===== config.mk =====
export PLATFORM = sky130hd
export DESIGN_NAME = srve_coef
export DESIGN_NICKNAME = d
export VERILOG_FILES = /design/src/rtl/core/srve_pkg.sv /design/src/rtl/core/srve_coef.sv
export SDC_FILE = /design/constraint.sdc
export NUM_CORES = 2
export LEC_CHECK = 0
export BUFFER_PORTS_ARGS = -buffer_cell sky130_fd_sc_hd__buf_2
export CAP_MARGIN = 10
export CORE_MARGIN = 2
export CORE_UTILIZATION = 25
export CTS_CLUSTER_SIZE = 8
export DETAILED_ROUTE_END_ITERATION = 8
export PLACE_DENSITY = 0.47
export SLEW_MARGIN = 0
export SYNTH_ARGS = -nofsm -noshare
export SYNTH_HDL_FRONTEND = slang
export SYNTH_SLANG_ARGS = --single-unit

===== constraint.sdc =====
create_clock -name clk -period 6.78 [get_ports clk]
set_clock_uncertainty 0.1 [all_clocks]
set_input_delay 0.339 -clock clk [delete_from_list [all_inputs] [get_ports clk]]
set_output_delay 0.339 -clock clk [all_outputs]
set_load 0.02 [all_outputs]

===== src/rtl/core/srve_pkg.sv =====
// Shared types, constants and arithmetic helpers for the radio voice effect core.
`default_nettype none

package srve_pkg;

    // Sample and state formats
    localparam int SAMPLE_W   = 16;
    localparam int STATE_W    = 24;
    localparam int SR_W       = 18;
    localparam int SET_W      = 16;
    localparam int COEF_W     = 18;
    localparam int CFG_IDX_W  = 3;

    // Configuration register indexes
    localparam logic [CFG_IDX_W-1:0] REG_SAMPLE_RATE = 3'd0;
    localparam logic [CFG_IDX_W-1:0] REG_BANDWIDTH   = 3'd1;
    localparam logic [CFG_IDX_W-1:0] REG_NOISE_LEVEL = 3'd2;
    localparam logic [CFG_IDX_W-1:0] REG_DRIVE       = 3'd3;
    localparam logic [CFG_IDX_W-1:0] REG_WET_MIX     = 3'd4;

    localparam logic [SR_W-1:0]  RST_SAMPLE_RATE = 18'd48000;
    localparam logic [SET_W-1:0] RST_WET_MIX     = 16'd65535;

    // Coefficient derivation
    localparam logic [30:0]       TWO_PI_Q28  = 31'd1686629713;
    localparam logic [27:0]       HP_FREQ_Q16 = 28'd19660800;
    localparam logic [27:0]       LP_BASE_Q16 = 28'd65536000;
    localparam logic [COEF_W-1:0] COEF_CLAMP  = 18'd201770;

    // Fixed gains in Q0.16
    localparam logic [15:0] GAIN_0P9  = 16'd58982;
    localparam logic [15:0] GAIN_0P15 = 16'd9830;
    localparam logic [15:0] GAIN_0P08 = 16'd5243;

    // Noise generator
    localparam logic [31:0] LFSR_TAPS   = 32'h80200003;
    localparam logic [31:0] SEED_LEFT   = 32'h12345678;
    localparam logic [31:0] SEED_RIGHT  = 32'h9E3779B9;

    // Saturation limits
    localparam logic signed [47:0] STATE_MAX = 48'sd8388607;
    localparam logic signed [47:0] STATE_MIN = -48'sd8388608;
    localparam logic signed [47:0] SAMPLE_MAX = 48'sd32767;
    localparam logic signed [47:0] SAMPLE_MIN = -48'sd32768;

    // Tanh table
    localparam int TANH_DEPTH = 256;
    localparam int TIDX_W     = $clog2(TANH_DEPTH);
    localparam int TANH_LAST  = TANH_DEPTH - 1;

    typedef logic [15:0] tanh_tab_t [TANH_DEPTH];

    // Settings handed to each lane
    typedef struct packed {
        logic [COEF_W-1:0] chp;
        logic [COEF_W-1:0] clp;
        logic [SET_W-1:0]  drive;
        logic [SET_W-1:0]  noise_level;
        logic [SET_W-1:0]  wet_mix;
    } lane_cfg_t;

    // Unsigned long division, one quotient bit per pass
    function automatic longint unsigned div_u64(input longint unsigned n,
                                                input longint unsigned d);
        longint unsigned q;
        longint unsigned r;
        q = 64'd0;
        r = 64'd0;
        for (int i = 63; i >= 0; i--)
        begin
            r = {r[62:0], n[i]};
            if (r >= d)
            begin
                r = r - d;
                q[i] = 1'b1;
            end
        end
        return q;
    endfunction

    // Build tanh(4*i/(DEPTH-1)) by the addition formula in Q2.30
    function automatic tanh_tab_t tanh_build();
        longint unsigned h, h2, h3, h5, h7, th, t, e, num, den;
        tanh_tab_t tab;
        h  = (64'd4 << 30) / 64'(TANH_LAST);
        h2 = (h * h) >> 30;
        h3 = (h2 * h) >> 30;
        h5 = (h3 * h2) >> 30;
        h7 = (h5 * h2) >> 30;
        th = h - h3 / 3 + (64'd2 * h5) / 15 - (64'd17 * h7) / 315;
        t  = 64'd0;
        for (int i = 0; i < TANH_DEPTH; i++) begin
            e = (t * 64'd32768 + (64'd1 << 29)) >> 30;
            tab[i] = (e > 64'd32767) ? 16'd32767 : e[15:0];
            num = t + th;
            den = (64'd1 << 30) + ((t * th) >> 30);
            t = div_u64(num << 30, den);
        end
        return tab;
    endfunction

    localparam tanh_tab_t TANH_TAB = tanh_build();

    // Round half away from zero, shift by 16
    function automatic logic signed [47:0] rshr16(input logic signed [47:0] v);
        logic [47:0] mag;
        logic [47:0] res;
        mag = v[47] ? 48'(-v) : 48'(v);
        res = (mag + 48'd32768) >> 16;
        return v[47] ? -$signed(res) : $signed(res);
    endfunction

    // Round half away from zero, shift by 5
    function automatic logic signed [47:0] rshr5(input logic signed [47:0] v);
        logic [47:0] mag;
        logic [47:0] res;
        mag = v[47] ? 48'(-v) : 48'(v);
        res = (mag + 48'd16) >> 5;
        return v[47] ? -$signed(res) : $signed(res);
    endfunction

    function automatic logic signed [STATE_W-1:0] sat24(input logic signed [47:0] v);
        logic signed [47:0] r;
        r = v;
        if (v > STATE_MAX) r = STATE_MAX;
        if (v < STATE_MIN) r = STATE_MIN;
        return r[STATE_W-1:0];
    endfunction

    function automatic logic signed [SAMPLE_W-1:0] sat16(input logic signed [47:0] v);
        logic signed [47:0] r;
        r = v;
        if (v > SAMPLE_MAX) r = SAMPLE_MAX;
        if (v < SAMPLE_MIN) r = SAMPLE_MIN;
        return r[SAMPLE_W-1:0];
    endfunction

    // Eight Galois shifts of the noise register
    function automatic logic [31:0] lfsr_step8(input logic [31:0] s);
        logic [31:0] r;
        r = s;
        for (int i = 0; i < 8; i++) begin
            r = r[0] ? ((r >> 1) ^ LFSR_TAPS) : (r >> 1);
        end
        return r;
    endfunction

endpackage

`default_nettype wire


===== src/rtl/core/srve_coef.sv =====
// Filter coefficient unit: derives highpass and lowpass coefficients with a serial divider.
`default_nettype none

module srve_coef (
    input  wire logic                      clk,
    input  wire logic                      rst_n,
    input  wire logic                      restart,
    input  wire logic [srve_pkg::SR_W-1:0] sample_rate,
    input  wire logic [srve_pkg::SET_W-1:0] bandwidth,
    output logic                           busy,
    output logic [srve_pkg::COEF_W-1:0]    chp,
    output logic [srve_pkg::COEF_W-1:0]    clp
);
    import srve_pkg::*;

    typedef enum logic [2:0] {
        C_IDLE = 3'b001,
        C_LOAD = 3'b010,
        C_DIV  = 3'b100
    } coef_state_t;

    coef_state_t        state_reg;
    logic               pending_reg;
    logic               sel_reg;
    logic               clamp_reg;
    logic [58:0]        rem_reg;
    logic [62:0]        dvs_reg;
    logic [18:0]        q_reg;
    logic [4:0]         cnt_reg;
    logic [COEF_W-1:0]  chp_reg;
    logic [COEF_W-1:0]  clp_reg;

    logic [27:0]        freq;
    logic               ge;
    logic [18:0]        q_next;
    logic [19:0]        q_round;
    logic [COEF_W-1:0]  coef_next;

    // Select the corner frequency and run one divider step
    always_comb
    begin
        freq = sel_reg ? (LP_BASE_Q16 + 28'(bandwidth) * 28'd3000) : HP_FREQ_Q16;
        ge = ({4'b0, rem_reg} >= dvs_reg);
        q_next = {q_reg[17:0], ge};
        q_round = 20'(q_next) + 20'd1;
        coef_next = clamp_reg ? COEF_CLAMP : q_round[COEF_W:1];
    end

    // Sequence the two divisions
    always_ff @(posedge clk or negedge rst_n)
    begin
        if (!rst_n)
        begin
            state_reg   <= C_IDLE;
            pending_reg <= 1'b1;
            sel_reg     <= 1'b0;
            cnt_reg     <= '0;
            chp_reg     <= '0;
            clp_reg     <= '0;
        end
        else
        begin
            unique case (state_reg)
                C_IDLE:
                begin
                    if (pending_reg)
                    begin
                        sel_reg   <= 1'b0;
                        state_reg <= C_LOAD;
                    end
                end
                C_LOAD:
                begin
                    cnt_reg   <= 5'd18;
                    state_reg <= C_DIV;
                end
                C_DIV:
                begin
                    cnt_reg <= cnt_reg - 5'd1;
                    if (cnt_reg == 5'd0)
                    begin
                        if (sel_reg)
                        begin
                            clp_reg   <= coef_next;
                            state_reg <= C_IDLE;
                        end
                        else
                        begin
                            chp_reg   <= coef_next;
                            sel_reg   <= 1'b1;
                            state_reg <= C_LOAD;
                        end
                    end
                end
                default:
                begin
                    state_reg <= C_IDLE;
                end
            endcase
            if (restart)
                pending_reg <= 1'b1;
            else if (state_reg == C_IDLE)
                pending_reg <= 1'b0;
        end
    end

    // Hold the dividend, divisor and quotient
    always_ff @(posedge clk)
    begin
        if (state_reg == C_LOAD)
        begin
            rem_reg   <= 59'(freq) * 59'(TWO_PI_Q28);
            clamp_reg <= (sample_rate == '0) ||
                         (41'(freq) * 41'd100 > 41'({sample_rate, 16'b0}) * 41'd49);
            dvs_reg   <= {sample_rate, 45'b0};
            q_reg     <= '0;
        end
        else if (state_reg == C_DIV)
        begin
            if (ge)
                rem_reg <= rem_reg - dvs_reg[58:0];
            q_reg   <= q_next;
            dvs_reg <= dvs_reg >> 1;
        end
    end

    assign busy = pending_reg || (state_reg != C_IDLE);
    assign chp  = chp_reg;
    assign clp  = clp_reg;

endmodule

`default_nettype wire


# Word-level counts from Yosys, hierarchy flattened
# Cells that the tools add are included.
# W data, S select, Z words.
[classes]
eq_ne = 6
n_addsub = 4
mux = 17
multipliers = 4
n_bitwise = 1
n_reduce_logical = 13
magnitude_cmp = 2
[op_table]
columns = ["operator", "count"]
rows = [
  ["$mux W59", 3],
  ["$mux W63", 2],
  ["$ge A59 B63 Y1", 1],
  ["$mul A28 B31 Y59 const B", 1],
  ["$sub A59 B59 Y59", 1],
  ["$gt A35 B40 Y1", 1],
  ["$mul A28 B5 Y33 const B", 1],
  ["$add A26 B28 Y28 const A", 1],
  ["$mux W28", 1],
  ["$mul A16 B9 Y25 const B", 1],
  ["$mul A18 B6 Y24 const B", 1],
  ["$add A19 B1 Y19 const B", 1],
  ["$logic_not A18 Y1", 1],
  ["$mux W18", 1],
  ["$pmux W5 S2", 1],
  ["$pmux W3 S3", 1],
  ["$reduce_and A3 Y1", 3],
  ["$reduce_bool A2 Y1", 4],
  ["$mux W3", 2],
  ["$logic_not A5 Y1", 1],
  ["$sub A5 B1 Y5 const B", 1],
  ["$mux W1", 4],
  ["$ne A2 B2 Y1 const B", 2],
  ["$reduce_and A2 Y1", 2],
  ["8 further kinds", 9],
]
[word_totals]
inputBits = 37
register_bits = 187
output_inout_bits = 37

# Longest topological paths before layout
[logic_depth]
word_depth = 6
depth_mapped = 45
depth_no_buf = 44

# Worst setup path after synthesis
# Ideal clock, no wire load.
[synth_path]
path_kind = "input to register"
from = "in bandwidth[5] (netlist bit)"
to = "reg rem_reg[57] (data pin)"
path_buffers = 0
setup_slack_ns = -4.339
setup_ns = 0.272
arrival_ns = 10.747
stages = 40
required_time_ns = 6.408
path_cell_list = "fa_1 -> inv_1 -> fa_1 -> fa_1 -> fa_1 -> inv_1 -> ha_1 -> inv_1 -> o21bai_2 -> a2111o_1 -> a211o_1 -> a41oi_2 -> xnor2_1 -> or3_4 -> o41ai_2 -> xnor2_1 -> nand2b_1 -> fa_1 -> [4 not listed] -> fa_1 -> inv_1 -> fa_1 -> fa_1 -> inv_1 -> fa_1 -> inv_1 -> ha_1 -> a21o_1 -> a21o_1 -> a21oi_1 -> o21a_1 -> o21ai_0 -> a221oi_1 -> o21ai_0 -> a31oi_1 -> xor2_1 -> mux2i_1"
[synth_via]
elab_chain_len = 5
[synth_rtl]
columns = ["item", "line", "rtl"]
rows = [
  ["start: declaration", "srve_coef.sv:9", "input wire logic [srve_pkg::SET_W-1:0] bandwidth,"],
  ["$mul A16 B9 Y25", "srve_coef.sv:42", "freq = sel_reg ? (LP_BASE_Q16 + 28'(bandwidth) * 28'd3000) : HP_FREQ_Q16;"],
  ["$add A26 B28 Y28", "srve_coef.sv:42", ""],
  ["$mux W28", "srve_coef.sv:42", ""],
  ["$mul A28 B31 Y59", "srve_coef.sv:112", "rem_reg <= 59'(freq) * 59'(TWO_PI_Q28);"],
  ["$mux W59", "srve_coef.sv:110", "if (state_reg == C_LOAD)"],
  ["end signal: assignment", "srve_coef.sv:112", ""],
  ["end signal: assignment", "srve_coef.sv:121", "rem_reg <= rem_reg - dvs_reg[58:0];"],
  ["end: declaration", "srve_coef.sv:26", "logic [58:0] rem_reg;"],
]
# Every way passes these cells.
# A chain may end at the register's enable or synchronous reset.

# Final worst setup path
[layout_path]
from = "in bandwidth[8] (netlist bit)"
to = "reg rem_reg[56] (data pin)"
# The elaborated chain is that of the path after synthesis.

==> summary.md <==
| Metric | Value |
|---|---|
| Status | `complete, but fails checks` |
| Violated checks | `negative setup slack` |
| Met1 Wirelength | `approximately 45000 um` |
| CTS tree | `yes` |
| Row cnt | `132` |
| Synthesized area per cell | `about 8.8 um2` |
| CTS H-Tree Depth | `4` |
| Total Nets Final | `5312` |
| Post-DR wirelength/cell | `15.33 um` |
| Clk slew on worst S/H paths | `90 ps` |
| Clock root buffer | `clkbuf_16` |
| Vias | `around 26k` |
| PortBufs | `73` |
| Max reg flops | `63` |
| Hold Path Class | `in2reg` |
| Crit Path Class | `in2reg` |
| Fin. max-slew vios | `0` |
| Max layer used | `met4` |
| Dpl ws | `-4160 ps` |
| Max stage delay on crit path | `570 ps` |
| Final Core Density | `33.09%` |
| Global-route wire length before repair | `roughly 150000 um` |
| Worst slew pin tran | `about 1000 ps` |
| Required @ worst endpoint | `6890 ps` |
| Initial antenna violation count | `1` |
| GR Overflow Total | `0` |
| Antenna Nets Post-Route | `0` |
| Worst-Skew Late Latency | `about 470 ps` |
| Sinks on Clock Net | `187` |
| Ant. Diodes | `0` |
| Max Cap Viol | `0` |
| Final hold violation count | `0` |
| Net count after synthesis | `4685` |
| Startpoint Class | `input pin` |
| Number of fillers in the final layout | `13.55k` |
| Met3 WL post-DR | `approximately 1700 um` |
| Setup crit end kind | `flop` |
| Num ports | `between 70 and 80` |
| Post-synthesis sequential area ratio | `between 10% and 20%` |
| Num CTS Buffers | `17` |
| Yosys cell types | `83` |
| Final worst slack | `-3458 ps` |
| Prevailing post-synth register cell | `edfxtp_1` |
| TNS Setup | `-118120 ps` |
| Post-DP HPWL | `80380 um` |
| Pin count of the biggest net entering global routing | `72` |
| Initial core utilization | `25.10%` |
| FFs w/ async S/R, synth | `24.60%` |
| Die height | `363.9 um` |
| CP Max Fanout | `5` |
| CTS Buffer Depth | `2` |
| R2r setup slk | `-740 ps` |
| Die width | `363.9 um` |
| Metal2 WL | `44970 um` |
| Min cycle time layout | `10240 ps` |
| Vias in the first global route | `26.92k` |
| Cell area after synthesis | `~32000 um2` |
| Die Area | `132400 um2` |
| Core ar. | `129000 um2` |
| Final setup violation count | `45` |
| Period utilization | `151.0%` |
| Wirelength, routed | `93220 um` |
| Count of state elements after synthesis | `187` |
| Share of layout cells above drive strength 1 | `26.06%` |
| Synth warnings | `0` |
| RSZ-0062 raised after global routing | `yes` |
| Slew headroom | `29.71%` |
| DRT Pass-1 Iters | `5` |
| WHS | `168.3 ps` |
| Routed vias/inst | `around 4.3` |
| Cell count after synthesis | `about 3.7k` |
| Worst Path Arrival | `slightly above 10000 ps` |
| Fmax achieved | `between 0.09 and 0.1 GHz` |
| RePlAce Congestion | `0.8561` |
| Drt drc | `0` |
| Critical path's most frequent cell | `fa_1` |
| Synthesis-to-finish area growth | `31.81%` |
| Crit-path slowest cell | `fa_1` |
| Gr usage total | `between 10% and 20%` |
| Detailed Route Iter0 Violations | `1225` |
| Post-synth EDFFs | `78` |
## logic make-up after synthesis
logic type	after synthesis	synth area share, %
flip-flops	187	14.69
XOR/XNOR	169	4.571
AO/OA/AOI/OAI	747	14.44
AND/OR/NAND/NOR	702	9.978
buffers and inverters	938	10.88
adder cells (fa/ha/maj)	948	45.14
multiplexers	9	0.2937
## final cells by class
type | count | area, um2 | area share (%)
clock buffers | 18 | 429.2 | 1.006
inverters | 850 | 3226 | 7.558
multi-input cells | 2575 | 26480 | 62.03
repair buffers | 696 | 5440 | 12.75
well taps | 1742 | 2180 | 5.107
flip-flops and latches | 187 | 4757 | 11.15
clock inverters | 14 | 172.7 | 0.4046
## cells in the final DEF, fill, tap and decap left out, types with 46 or more instances in the layout
master,count
inv_1,775
buf_4,553
ha_1,498
fa_1,331
nand2_1,304
a21oi_1,233
nor2_1,121
a21o_1,100
o21ai_0,83
xnor2_1,83
edfxtp_1,78
ha_4,76
buf_6,66
buf_2,65
inv_2,63
dfxtp_1,63
xor2_1,58
nand4_1,46
## worst max-delay path, delay by kind of cell
kind / cells / cell delay [ps]
buffers and inverters: 9 / 710
adder cells (fa/ha/maj): 13 / 5350
AND/OR/NAND/NOR: 3 / 520
AO/OA/AOI/OAI: 12 / 2880
XOR/XNOR: 3 / 460
multiplexers: 1 / 80
## Yosys cell counts (8+ instances only)
cell       count  share of area [%]
a2111oi_0      8               0.22
a211oi_1      17               0.39
a21boi_0      10               0.23
a21o_1       100                2.3
a21oi_1      279                4.3
a31oi_1       26               0.50
and2_1        18               0.35
and3_1        24               0.46
clkbuf_1      80               0.93
dfrtp_1       44                3.4
dfxtp_1       63                3.9
edfxtp_1      78                7.2
fa_1         367                 23
ha_1         581                 22
inv_1        848                9.8
mux2i_1        8               0.25
nand2_1      328                3.8
nand2b_1      20               0.39
nand3_1       45               0.70
nand4_1       46               0.89
nor2_1       124                1.4
nor2b_1       11               0.21
nor3_1        31               0.48
nor3b_1        9               0.21
o211ai_1      21               0.49
o21a_1        28               0.65
o21ai_0      126                1.9
o21bai_1      31               0.72
o22ai_1       16               0.31
o31ai_1       12               0.28
or3_1         10               0.19
xnor2_1      102                2.8
xor2_1        67                1.8
## stage by stage
stage / cells / cell area [um2]
after floorplan: 3700 / 33450
after CTS: 6059 / 41900
after global placement: 5967 / 39710
after global routing: 6082 / 42680
after detailed placement: 5967 / 39710
final: 6082 / 42680
## what timing repair did
item / in CTS / in global routing
pin swaps: 204 / 110
gates resized for setup: 243 / 139
hold endpoints to repair: 41 / 0
endpoints found under the setup margin: 46 / 46
cloned: 0 / 0
buffers inserted: 68 / 38
hold buffers: 2 / 0
## worst paths after layout
kind                                          startpoint                  endpoint  cells after the start
worst max-delay path                        bandwidth[8]     rem_reg[56]$_DFFE_PP_                     41
worst min-delay path                     sample_rate[17]     dvs_reg[62]$_DFFE_PP_                      3
worst max register to register       sel_reg$_DFFE_PN0P_     rem_reg[56]$_DFFE_PP_                     26
worst min register to register  dvs_reg[25]$_SDFFE_PP0P_  dvs_reg[24]$_SDFFE_PP0P_                      2
max in group asynchronous                          rst_n    cnt_reg[3]$_DFFE_PN0P_                      2
min in group asynchronous                          rst_n       clp[11]$_DFFE_PN0P_                      2
## metal layers
layer,track usage (%),vias to the layer above
li1,-,13400
met1,19.48,12660
met2,24.47,278
met3,0.8335,46
met4,2.473,0
met5,0,-
Power is not shown: default switching activity piles up to over one toggle a cycle in this logic, so the estimate is an artifact.
